## config.mk

```make
export PLATFORM = sky130hd
export DESIGN_NAME = matrix_ring_rotation_remap_unit
export DESIGN_NICKNAME = d
export VERILOG_FILES = /design/src/hw/rtl/mrr_pkg.sv /design/src/hw/rtl/matrix_ring_rotation_remap_unit.sv
export SDC_FILE = /design/constraint.sdc
export NUM_CORES = 2
export LEC_CHECK = 0
export BUFFER_PORTS_ARGS = -buffer_cell sky130_fd_sc_hd__buf_2
export CAP_MARGIN = 5
export CORE_UTILIZATION = 45
export CTS_CLUSTER_DIAMETER = 30
export DETAILED_ROUTE_END_ITERATION = 8
export PLACE_DENSITY = 0.64
export SETUP_SLACK_MARGIN = 0.4
export SLEW_MARGIN = 40
export SYNTH_ARGS = -nofsm -noshare
export SYNTH_HDL_FRONTEND = slang
export SYNTH_SLANG_ARGS = --single-unit
```

## constraint.sdc

```tcl
create_clock -name i_clk -period 85.5 [get_ports i_clk]
set_clock_uncertainty 0.05 [all_clocks]
set_input_delay 8.55 -clock i_clk [delete_from_list [all_inputs] [get_ports i_clk]]
set_output_delay 8.55 -clock i_clk [all_outputs]
set_load 0.01 [all_outputs]
```

## src/hw/rtl/mrr_pkg.sv

```systemverilog
package mrr_pkg;

    // Field and internal widths
    localparam int COORD_W = 8;
    localparam int DIM_W   = 9;
    localparam int PER_W   = 11;
    localparam int ROT_W   = 32;
    localparam int VAL_W   = 32;

    // Largest matrix side that the dimensions are saturated to
    localparam int MAX_DIM = 256;

    // Configuration register indexes
    localparam int CFG_IDX_W = 2;
    localparam logic [CFG_IDX_W-1:0] CFG_ROW_COUNT      = 2'd0;
    localparam logic [CFG_IDX_W-1:0] CFG_COL_COUNT      = 2'd1;
    localparam logic [CFG_IDX_W-1:0] CFG_ROTATION_COUNT = 2'd2;

    // Remainder unit: bits of the rotation count retired per stage
    localparam int DIV_STEP   = 4;
    localparam int DIV_STAGES = ROT_W / DIV_STEP;

    // Stage positions in the pipe
    localparam int ST_RING = 0;
    localparam int ST_GEOM = 1;
    localparam int ST_DIV0 = 2;
    localparam int ST_WRAP = ST_DIV0 + DIV_STAGES;
    localparam int NSTAGE  = ST_WRAP + 1;

    // One item as it travels down the pipe
    typedef struct packed {
        logic [COORD_W-1:0]      src_row;
        logic [COORD_W-1:0]      src_col;
        logic signed [VAL_W-1:0] value;
        logic                    remap;
        logic [DIM_W-1:0]        ring;
        logic [DIM_W-1:0]        m1;
        logic [DIM_W-1:0]        n1;
        logic [PER_W-1:0]        per;
        logic [PER_W-1:0]        pos;
        logic [PER_W-1:0]        rem;
    } t_item;

    // Shift DIV_STEP dividend bits into a partial remainder, reducing each time
    function automatic logic [PER_W-1:0] mod_step(
        input logic [PER_W-1:0]    rem,
        input logic [DIV_STEP-1:0] bits,
        input logic [PER_W-1:0]    per
    );
        logic [PER_W:0] acc;
        acc = {1'b0, rem};
        for (int i = DIV_STEP - 1; i >= 0; i--) begin
            acc = {acc[PER_W-1:0], bits[i]};
            if (acc >= {1'b0, per}) begin
                acc = acc - {1'b0, per};
            end
        end
        return acc[PER_W-1:0];
    endfunction

endpackage

```

## src/hw/rtl/matrix_ring_rotation_remap_unit.sv

```systemverilog
// Matrix ring rotation remap.
// Input channel (i_in_valid / o_in_ready) takes one matrix element per item:
// its row, column and value. Output channel (o_out_valid / i_out_ready) gives
// the row and column where the element lands once every concentric ring is
// rotated counterclockwise by the rotation count, with the value unchanged.
// Elements outside the matrix or in the central strip keep their place.
// Configuration is a plain write port (row count, column count, rotation
// count). The user must see that it is written only while no item is in
// flight; the block does not enforce this. Throughput: one item per cycle
// while the receiver does not stall. The remainder unit (rotation count mod
// perimeter) retires four dividend bits per stage over eight stages, after
// the ring and geometry stages and before the wrap and output stages.
// Reset clears all valid bits and loads row_count = 2, col_count = 2,
// rotation_count = 0.
// When the receiver stalls, the whole pipe holds and o_in_ready drops; no
// item is lost or repeated.
module matrix_ring_rotation_remap_unit (
    input  logic                                 i_clk,
    input  logic                                 i_rst_n,
    input  logic                                 i_cfg_we,
    input  logic [mrr_pkg::CFG_IDX_W-1:0]        i_cfg_idx,
    input  logic [mrr_pkg::ROT_W-1:0]            i_cfg_data,
    input  logic                                 i_in_valid,
    output logic                                 o_in_ready,
    input  logic [mrr_pkg::COORD_W-1:0]          i_src_row,
    input  logic [mrr_pkg::COORD_W-1:0]          i_src_col,
    input  logic signed [mrr_pkg::VAL_W-1:0]     i_elem_value,
    output logic                                 o_out_valid,
    input  logic                                 i_out_ready,
    output logic [mrr_pkg::COORD_W-1:0]          o_dest_row,
    output logic [mrr_pkg::COORD_W-1:0]          o_dest_col,
    output logic signed [mrr_pkg::VAL_W-1:0]     o_out_value
);

    localparam int DIM_W   = mrr_pkg::DIM_W;
    localparam int PER_W   = mrr_pkg::PER_W;
    localparam int COORD_W = mrr_pkg::COORD_W;
    localparam logic [DIM_W-1:0] DIM_HI = DIM_W'(mrr_pkg::MAX_DIM);
    localparam logic [DIM_W-1:0] DIM_LO = DIM_W'(2);

    // Configuration registers
    logic [DIM_W-1:0]         r_row_count;
    logic [DIM_W-1:0]         r_col_count;
    logic [mrr_pkg::ROT_W-1:0] r_rotation_count;

    // Pipe
    mrr_pkg::t_item r_pipe [mrr_pkg::NSTAGE];
    mrr_pkg::t_item n_pipe [mrr_pkg::NSTAGE];
    logic [mrr_pkg::NSTAGE-1:0] r_vld;

    // Output register
    logic                            r_out_vld;
    logic [COORD_W-1:0]              r_dest_row;
    logic [COORD_W-1:0]              r_dest_col;
    logic signed [mrr_pkg::VAL_W-1:0] r_out_value;
    logic [COORD_W-1:0]              n_dest_row;
    logic [COORD_W-1:0]              n_dest_col;

    logic             en;
    logic [DIM_W-1:0] rows_c;
    logic [DIM_W-1:0] cols_c;

    // Stage-local values
    logic [DIM_W-1:0] s0_r, s0_c, s0_dbot, s0_dright, s0_min_a, s0_min_b;
    logic [DIM_W-1:0] s0_ring, s0_lim;
    logic             s0_in_mat;
    logic [DIM_W-1:0] s1_m1, s1_n1, s1_r, s1_c;
    logic [PER_W-1:0] s1_r11, s1_c11, s1_ring11, s1_m1_11, s1_n1_11;
    logic [PER_W:0]   sw_sum;
    logic [PER_W-1:0] so_j, so_ring, so_m1, so_n1, so_dr, so_dc;

    assign en          = !r_out_vld || i_out_ready;
    assign o_in_ready  = en;
    assign o_out_valid = r_out_vld;
    assign o_dest_row  = r_dest_row;
    assign o_dest_col  = r_dest_col;
    assign o_out_value = r_out_value;

    // Saturate dimensions into the legal range
    always_comb begin
        if (r_row_count < DIM_LO) begin
            rows_c = DIM_LO;
        end else if (r_row_count > DIM_HI) begin
            rows_c = DIM_HI;
        end else begin
            rows_c = r_row_count;
        end
        if (r_col_count < DIM_LO) begin
            cols_c = DIM_LO;
        end else if (r_col_count > DIM_HI) begin
            cols_c = DIM_HI;
        end else begin
            cols_c = r_col_count;
        end
    end

    // Configuration writes
    always_ff @(posedge i_clk) begin
        if (!i_rst_n) begin
            r_row_count      <= DIM_W'(2);
            r_col_count      <= DIM_W'(2);
            r_rotation_count <= '0;
        end else if (i_cfg_we) begin
            unique case (i_cfg_idx)
                mrr_pkg::CFG_ROW_COUNT:      r_row_count      <= i_cfg_data[DIM_W-1:0];
                mrr_pkg::CFG_COL_COUNT:      r_col_count      <= i_cfg_data[DIM_W-1:0];
                mrr_pkg::CFG_ROTATION_COUNT: r_rotation_count <= i_cfg_data;
                default: ;
            endcase
        end
    end

    // Ring stage: distance to the nearest edge
    always_comb begin
        s0_r      = DIM_W'(i_src_row);
        s0_c      = DIM_W'(i_src_col);
        s0_in_mat = (s0_r < rows_c) && (s0_c < cols_c);
        s0_dbot   = rows_c - DIM_W'(1) - s0_r;
        s0_dright = cols_c - DIM_W'(1) - s0_c;
        s0_min_a  = (s0_r < s0_c) ? s0_r : s0_c;
        s0_min_b  = (s0_dbot < s0_dright) ? s0_dbot : s0_dright;
        s0_ring   = (s0_min_a < s0_min_b) ? s0_min_a : s0_min_b;
        s0_lim    = ((rows_c < cols_c) ? rows_c : cols_c) >> 1;

        n_pipe[mrr_pkg::ST_RING]         = '0;
        n_pipe[mrr_pkg::ST_RING].src_row = i_src_row;
        n_pipe[mrr_pkg::ST_RING].src_col = i_src_col;
        n_pipe[mrr_pkg::ST_RING].value   = i_elem_value;
        n_pipe[mrr_pkg::ST_RING].remap   = s0_in_mat && (s0_ring < s0_lim);
        n_pipe[mrr_pkg::ST_RING].ring    = s0_ring;
    end

    // Geometry stage: ring size, perimeter and position on the walk
    always_comb begin
        n_pipe[mrr_pkg::ST_GEOM] = r_pipe[mrr_pkg::ST_RING];
        s1_m1 = rows_c - {r_pipe[mrr_pkg::ST_RING].ring[DIM_W-2:0], 1'b0} - DIM_W'(1);
        s1_n1 = cols_c - {r_pipe[mrr_pkg::ST_RING].ring[DIM_W-2:0], 1'b0} - DIM_W'(1);
        s1_r  = DIM_W'(r_pipe[mrr_pkg::ST_RING].src_row);
        s1_c  = DIM_W'(r_pipe[mrr_pkg::ST_RING].src_col);
        s1_r11    = PER_W'(s1_r);
        s1_c11    = PER_W'(s1_c);
        s1_ring11 = PER_W'(r_pipe[mrr_pkg::ST_RING].ring);
        s1_m1_11  = PER_W'(s1_m1);
        s1_n1_11  = PER_W'(s1_n1);

        n_pipe[mrr_pkg::ST_GEOM].m1  = s1_m1;
        n_pipe[mrr_pkg::ST_GEOM].n1  = s1_n1;
        n_pipe[mrr_pkg::ST_GEOM].per = (s1_m1_11 + s1_n1_11) << 1;
        n_pipe[mrr_pkg::ST_GEOM].rem = '0;
        priority if (s1_c == r_pipe[mrr_pkg::ST_RING].ring) begin
            n_pipe[mrr_pkg::ST_GEOM].pos = s1_r11 - s1_ring11;
        end else if (s1_r11 == s1_ring11 + s1_m1_11) begin
            n_pipe[mrr_pkg::ST_GEOM].pos = s1_m1_11 + (s1_c11 - s1_ring11);
        end else if (s1_c11 == s1_ring11 + s1_n1_11) begin
            n_pipe[mrr_pkg::ST_GEOM].pos = s1_m1_11 + s1_n1_11
                                         + (s1_ring11 + s1_m1_11 - s1_r11);
        end else begin
            n_pipe[mrr_pkg::ST_GEOM].pos = (s1_m1_11 << 1) + s1_n1_11
                                         + (s1_ring11 + s1_n1_11 - s1_c11);
        end
    end

    // Remainder stages: rotation count mod perimeter, high bits first
    for (genvar k = 0; k < mrr_pkg::DIV_STAGES; k++) begin : g_div
        always_comb begin
            n_pipe[mrr_pkg::ST_DIV0 + k]     = r_pipe[mrr_pkg::ST_DIV0 + k - 1];
            n_pipe[mrr_pkg::ST_DIV0 + k].rem = mrr_pkg::mod_step(
                r_pipe[mrr_pkg::ST_DIV0 + k - 1].rem,
                r_rotation_count[mrr_pkg::ROT_W - 1 - mrr_pkg::DIV_STEP * k
                                 -: mrr_pkg::DIV_STEP],
                r_pipe[mrr_pkg::ST_DIV0 + k - 1].per);
        end
    end

    // Wrap stage: advance position and fold back under the perimeter
    always_comb begin
        n_pipe[mrr_pkg::ST_WRAP] = r_pipe[mrr_pkg::ST_WRAP - 1];
        sw_sum = {1'b0, r_pipe[mrr_pkg::ST_WRAP - 1].pos}
               + {1'b0, r_pipe[mrr_pkg::ST_WRAP - 1].rem};
        if (sw_sum >= {1'b0, r_pipe[mrr_pkg::ST_WRAP - 1].per}) begin
            sw_sum = sw_sum - {1'b0, r_pipe[mrr_pkg::ST_WRAP - 1].per};
        end
        n_pipe[mrr_pkg::ST_WRAP].pos = sw_sum[PER_W-1:0];
    end

    // Output stage: walk position back to row and column
    always_comb begin
        so_j    = r_pipe[mrr_pkg::ST_WRAP].pos;
        so_ring = PER_W'(r_pipe[mrr_pkg::ST_WRAP].ring);
        so_m1   = PER_W'(r_pipe[mrr_pkg::ST_WRAP].m1);
        so_n1   = PER_W'(r_pipe[mrr_pkg::ST_WRAP].n1);
        priority if (so_j < so_m1) begin
            so_dr = so_ring + so_j;
            so_dc = so_ring;
        end else if (so_j < so_m1 + so_n1) begin
            so_dr = so_ring + so_m1;
            so_dc = so_ring + (so_j - so_m1);
        end else if (so_j < (so_m1 << 1) + so_n1) begin
            so_dr = so_ring + so_m1 - (so_j - so_m1 - so_n1);
            so_dc = so_ring + so_n1;
        end else begin
            so_dr = so_ring;
            so_dc = so_ring + so_n1 - (so_j - (so_m1 << 1) - so_n1);
        end
        if (r_pipe[mrr_pkg::ST_WRAP].remap) begin
            n_dest_row = so_dr[COORD_W-1:0];
            n_dest_col = so_dc[COORD_W-1:0];
        end else begin
            n_dest_row = r_pipe[mrr_pkg::ST_WRAP].src_row;
            n_dest_col = r_pipe[mrr_pkg::ST_WRAP].src_col;
        end
    end

    // Valid bits: advance together, hold on stall
    always_ff @(posedge i_clk) begin
        if (!i_rst_n) begin
            r_vld     <= '0;
            r_out_vld <= 1'b0;
        end else if (en) begin
            r_vld     <= {r_vld[mrr_pkg::NSTAGE-2:0], i_in_valid};
            r_out_vld <= r_vld[mrr_pkg::NSTAGE-1];
        end
    end

    // Payload: advance with the valid bits
    always_ff @(posedge i_clk) begin
        if (en) begin
            for (int k = 0; k < mrr_pkg::NSTAGE; k++) begin
                r_pipe[k] <= n_pipe[k];
            end
            r_dest_row  <= n_dest_row;
            r_dest_col  <= n_dest_col;
            r_out_value <= r_pipe[mrr_pkg::ST_WRAP].value;
        end
    end

endmodule
```

### Word-level counts from Yosys, hierarchy flattened

Memories as Yosys holds them, arrays and structs flattened.
Cells that the tools add are included.

* latch bits: 0
* input bits: 87
* RAM bits: 1199
* output and inout bits: 50
* memories kept: 1
* word-level logic and storage cells: 188
* bits in read-only memories: 0
* register bits: 110

* div/mod/pow operators: 0
* reductions and logical operators: 8
* bitwise operators: 0
* eq/ne operators: 5
* mux-type cells: 54
* add/sub/neg operators: 65
* shift-type cells: 0
* multiply operators: 0
* $lt $le $gt $ge: 47

Memories
* r_pipe: words 11, bits a word 109, rd ports 11, clocked after memory_dff 0, write ports 11, line matrix_ring_rotation_remap_unit.sv:47 `mrr_pkg::t_item r_pipe [mrr_pkg::NSTAGE];`

Operator list (count)
* $ge 12x11->1: 33
* $mux 11: 36
* $sub 11x11->11: 33
* $mux 8: 9
* $mux 9: 7
* $sub 8x8->8: 6
* $add 9x9->10: 4
* $sub 9x1->9 const B: 4
* $add 8x8->8: 4
* $lt 8x9->1: 3
* $add 10x9->11: 2
* $eq 8x11->1: 2
* $sub 10x8->11: 2
* $sub 8x9->10: 2
* $gt 9x9->1 const B: 2
* $lt 9x2->1 const B: 2
* $lt 9x9->1: 2
* $sub 9x8->9: 2
* $sub 9x9->9: 2
* $add 11x11->12: 1
* $add 10x10->11: 1
* $add 10x11->11: 1
* $add 11x11->11: 1
* $lt 11x10->1: 1
* 13 further kinds: 17

### Depth between registers and ports, before layout

* word-level depth: 11
* gate-level depth with buffers: 49
* depth with buffers taken out: 46

### Worst setup path before layout

No wires, ideal clock.

* kind: input to output
* start point: in i_out_ready
* end point: out o_in_ready
* data arrival time: 39.782 ns
* buffers on the path: 1
* required time: 76.900 ns
* stages on the path: 3
* slack: 37.118 ns
* cell sequence: nor2b_1 > inv_1 > clkbuf_1

* longest elaborated chain between the ends: 1

Ends and longest elaborated chain
* start: declaration: line matrix_ring_rotation_remap_unit.sv:29 `input logic i_out_ready,`
* $logic_or 1x1->1: line matrix_ring_rotation_remap_unit.sv:72 `assign en = !r_out_vld || i_out_ready;`
* end: declaration: line matrix_ring_rotation_remap_unit.sv:24 `output logic o_in_ready,`

No other way between the ends.

### Worst setup path in the final report

Ends and elaborated chain as after synthesis.

==> out/qor.yml <==
run_status:
  status: "finished, final reports clean"
placement:
  gp_congestion: 0.879
  place.port_buffers: 136
  hpwl_um: 100000
timing:
  max_clock_freq_mhz: 55.1
  rsz0062_at_grt: "no"
  finalCritPeriodShare_pct: 21.2
  post-route-min-period_ns: 18.15
  setup_tns_ns: 0
  setup_violations: 0
  tightest_slew_ns: 0.798
  slew_violations: 0
  hold_viol: 0
  whs_ns: 0.324
  relSlewSlack_pct: 46.6
floorplan:
  dieHeight_um: 382
  die-area_um2: 146000
  start_util_pct: 45.3
  ios: 137
  die_x_um: 382
  rows: 139
  core_um2: 143000
global_route:
  antenna_found_initial: 16
  grt_overflow: 0
  grt_pass1_vias: 40400
  grt_max_degree: 101
  grt_pass1_wl_um: 215000
  track_usage_pct: 18.6
detailed_routing:
  drt-initial-drc-count: 2400
  drc: 0
  finalWirelength_um: 135000
  vias: 40500
  firstDrtPassIters: 6
  drt.antenna.violating_nets: 0
  wl_per_cell_um: 17.6
  viasPerCell: 5.26
yosys:
  ys_ff_latch: 1206
  synth_nets: 5995
  syn-instance-count: 5238
  ys.flop_type: "edfxtp_1"
  synth_edf_count: 1144
  ys.warnings.count: 0
  netlist_area_um2: 65000
  ys_seq_area_share_pct: 54.7
  synthArstFlopShare_pct: 0
  synth.distinct_cells: 89
  syn_avg_cell_area_um2: 12.4
clock_network:
  cts_max_level: 4
  clkTransAtPathRegs_ns: 0.05
  cts_tree: "yes"
  cts_buffers: 229
  root_buffer: "clkbuf_16"
  clock-sinks: 1206
  worstSkewPairLatency_ns: 0.84
  cts_resized: 0
  cts.path.max_buffers: 3
  cts_hold_buf: 0
  cts_setup_buffers: 0
critical_path:
  critPathMostFrequentCell: "buf_2"
  critPathCaptureType: "primary output"
  cp_max_fo: 72
  r2r-start: "r_pipe[5][24]"
  cp.required_ns: 76.90
  reg2reg_to: "r_pipe[6][2]"
  path_cells: "buf_2, nor2b_1, buf_4, inv_8, buf_2"
  critical_path_class: "primary input to primary output"
  cp-endpoint: "o_in_ready"
  crit_arrival_ns: 9.55
  cpPeakStageDelay_ns: 0.38
  reg2reg_slack_ns: 73.26
  worst-path-stages: 5
  crit_family: "buffers and inverters"
  cp_slowest_cell: "inv_8"
  cp-startpoint: "i_out_ready"
  crit_buf_inv: 4
  start_kind: "primary input"
  reg2reg_depth: 44
worst_hold_path:
  hold_class: "flip-flop to flip-flop"
job:
  cap_violations: 0
final_layout:
  drive_gt1_share_pct: 12.8
  fin_util_pct: 53.2
  nets: 6332
  fill_cells: 12100
  area_growth_syn_to_layout_pct: 17.4
==> worst min-delay path by stage <==
stage	start	end	slack, ns	cells after the start
after floorplan	r_pipe[10][61]	o_out_value[0]	0.35	0
final	r_pipe[6][95]	r_pipe[7][95]	0.32	0
after global routing	r_pipe[6][94]	r_pipe[7][94]	0.33	0
after global placement	r_pipe[0][80]	r_pipe[1][80]	0.35	0
after CTS	r_pipe[6][94]	r_pipe[7][94]	0.31	0
after detailed placement	r_pipe[9][100]	r_pipe[10][100]	0.35	0
==> metal layers <==
layer / vias up / routed length [um] / track usage (%) / part of all wire [%]
met5: - / 0 / 0 / 0
li1: 20100 / - / - / -
met1: 19400 / 61100 / 24.5 / 45
met4: 0 / 3490 / 6.14 / 2.6
met2: 780 / 64500 / 31.1 / 48
met3: 213 / 5940 / 3.18 / 4.4
==> cells in the final DEF (no fill, tap or decap), types with 105 or more instances in the layout <==
cell,netlist,final
a21o_1,129,129
a21oi_1,312,311
buf_2,2,137
clkbuf_16,0,231
edfxtp_1,1144,1144
ha_1,576,576
inv_1,494,493
mux2_2,105,105
nand2_1,301,301
nor2_1,276,273
nor2b_1,112,112
o21ai_0,251,251
xnor2_1,233,233
xor2_1,130,130
==> worst register-to-register path: cells and delay by family, from the launching register on <==
family,cells,cell delay [ns]
flops,1,0.57
buf+inv,4,0.64
fa+ha+maj,4,1.23
compound gates,26,6.97
simple gates,10,2.48
==> sequential cells by signal, summed over array words and instances, names as in the netlist <==
name              cells
r_pipe             1096
r_col_count           9
o_dest_col            8
o_dest_row            8
r_vld                11
r_row_count           9
r_rotation_count     32
o_out_value          32
o_out_valid           1
==> through the flow <==
step	instances	setup WS, ns	cell area [um2]
2_1_floorplan	5238	37.12	65000
3_3_place_gp	7242	67.33	68100
3_5_place_dp	7246	67.32	68200
4_1_cts	7680	67.32	76300
5_1_grt	7686	67.27	76400
6_report	7690	67.35	76400
==> synth_stat cells (25+ instances only) <==
master / count / area, um2
a211oi_1: 25 / 188
a21boi_0: 70 / 526
a21o_1: 129 / 968
a21oi_1: 312 / 1560
a31oi_1: 34 / 213
clkbuf_1: 58 / 218
dfxtp_1: 62 / 1240
edfxtp_1: 1144 / 34400
fa_1: 94 / 1880
ha_1: 576 / 7210
inv_1: 494 / 1850
mux2_2: 105 / 1180
mux2i_1: 101 / 1010
nand2_1: 301 / 1130
nand2b_1: 88 / 551
nand3_1: 53 / 265
nand4_1: 58 / 363
nor2_1: 276 / 1040
nor2b_1: 112 / 701
nor3_1: 54 / 270
o211ai_1: 27 / 203
o21a_1: 44 / 330
o21ai_0: 251 / 1260
o21bai_1: 55 / 413
xnor2_1: 233 / 2040
xor2_1: 130 / 1140
==> final cells by class <==
| cell class | count | area, um2 | area share, % |
|---|---|---|---|
| antenna | 9 | 22.5 | 0.0295 |
| inverter | 495 | 1870 | 2.44 |
| timing repair buffer | 177 | 1060 | 1.38 |
| tap | 1903 | 2380 | 3.12 |
| sequential | 1206 | 35600 | 46.6 |
| clock buffer | 250 | 5890 | 7.72 |
| clock inverter | 184 | 2190 | 2.87 |
| multi-input combinational | 3466 | 27400 | 35.8 |
==> cell families (layout without fill, tap and decap cells) <==
| kind of cell | after synthesis | in the layout | share of synthesized area (%) |
|---|---|---|---|
| multiplexers | 213 | 213 | 3.52 |
| buffers and inverters | 566 | 1106 | 3.32 |
| AO/OA/AOI/OAI | 1118 | 1118 | 11.1 |
| adder cells (fa/ha/maj) | 672 | 672 | 14.0 |
| flip-flops | 1206 | 1206 | 54.7 |
| AND/OR/NAND/NOR | 1097 | 1097 | 8.40 |
| XOR/XNOR | 365 | 365 | 4.96 |
| other | 1 | 10 | 0.00576 |
Power is not shown: default switching activity piles up to over one toggle a cycle in this logic, so the estimate is an artifact.
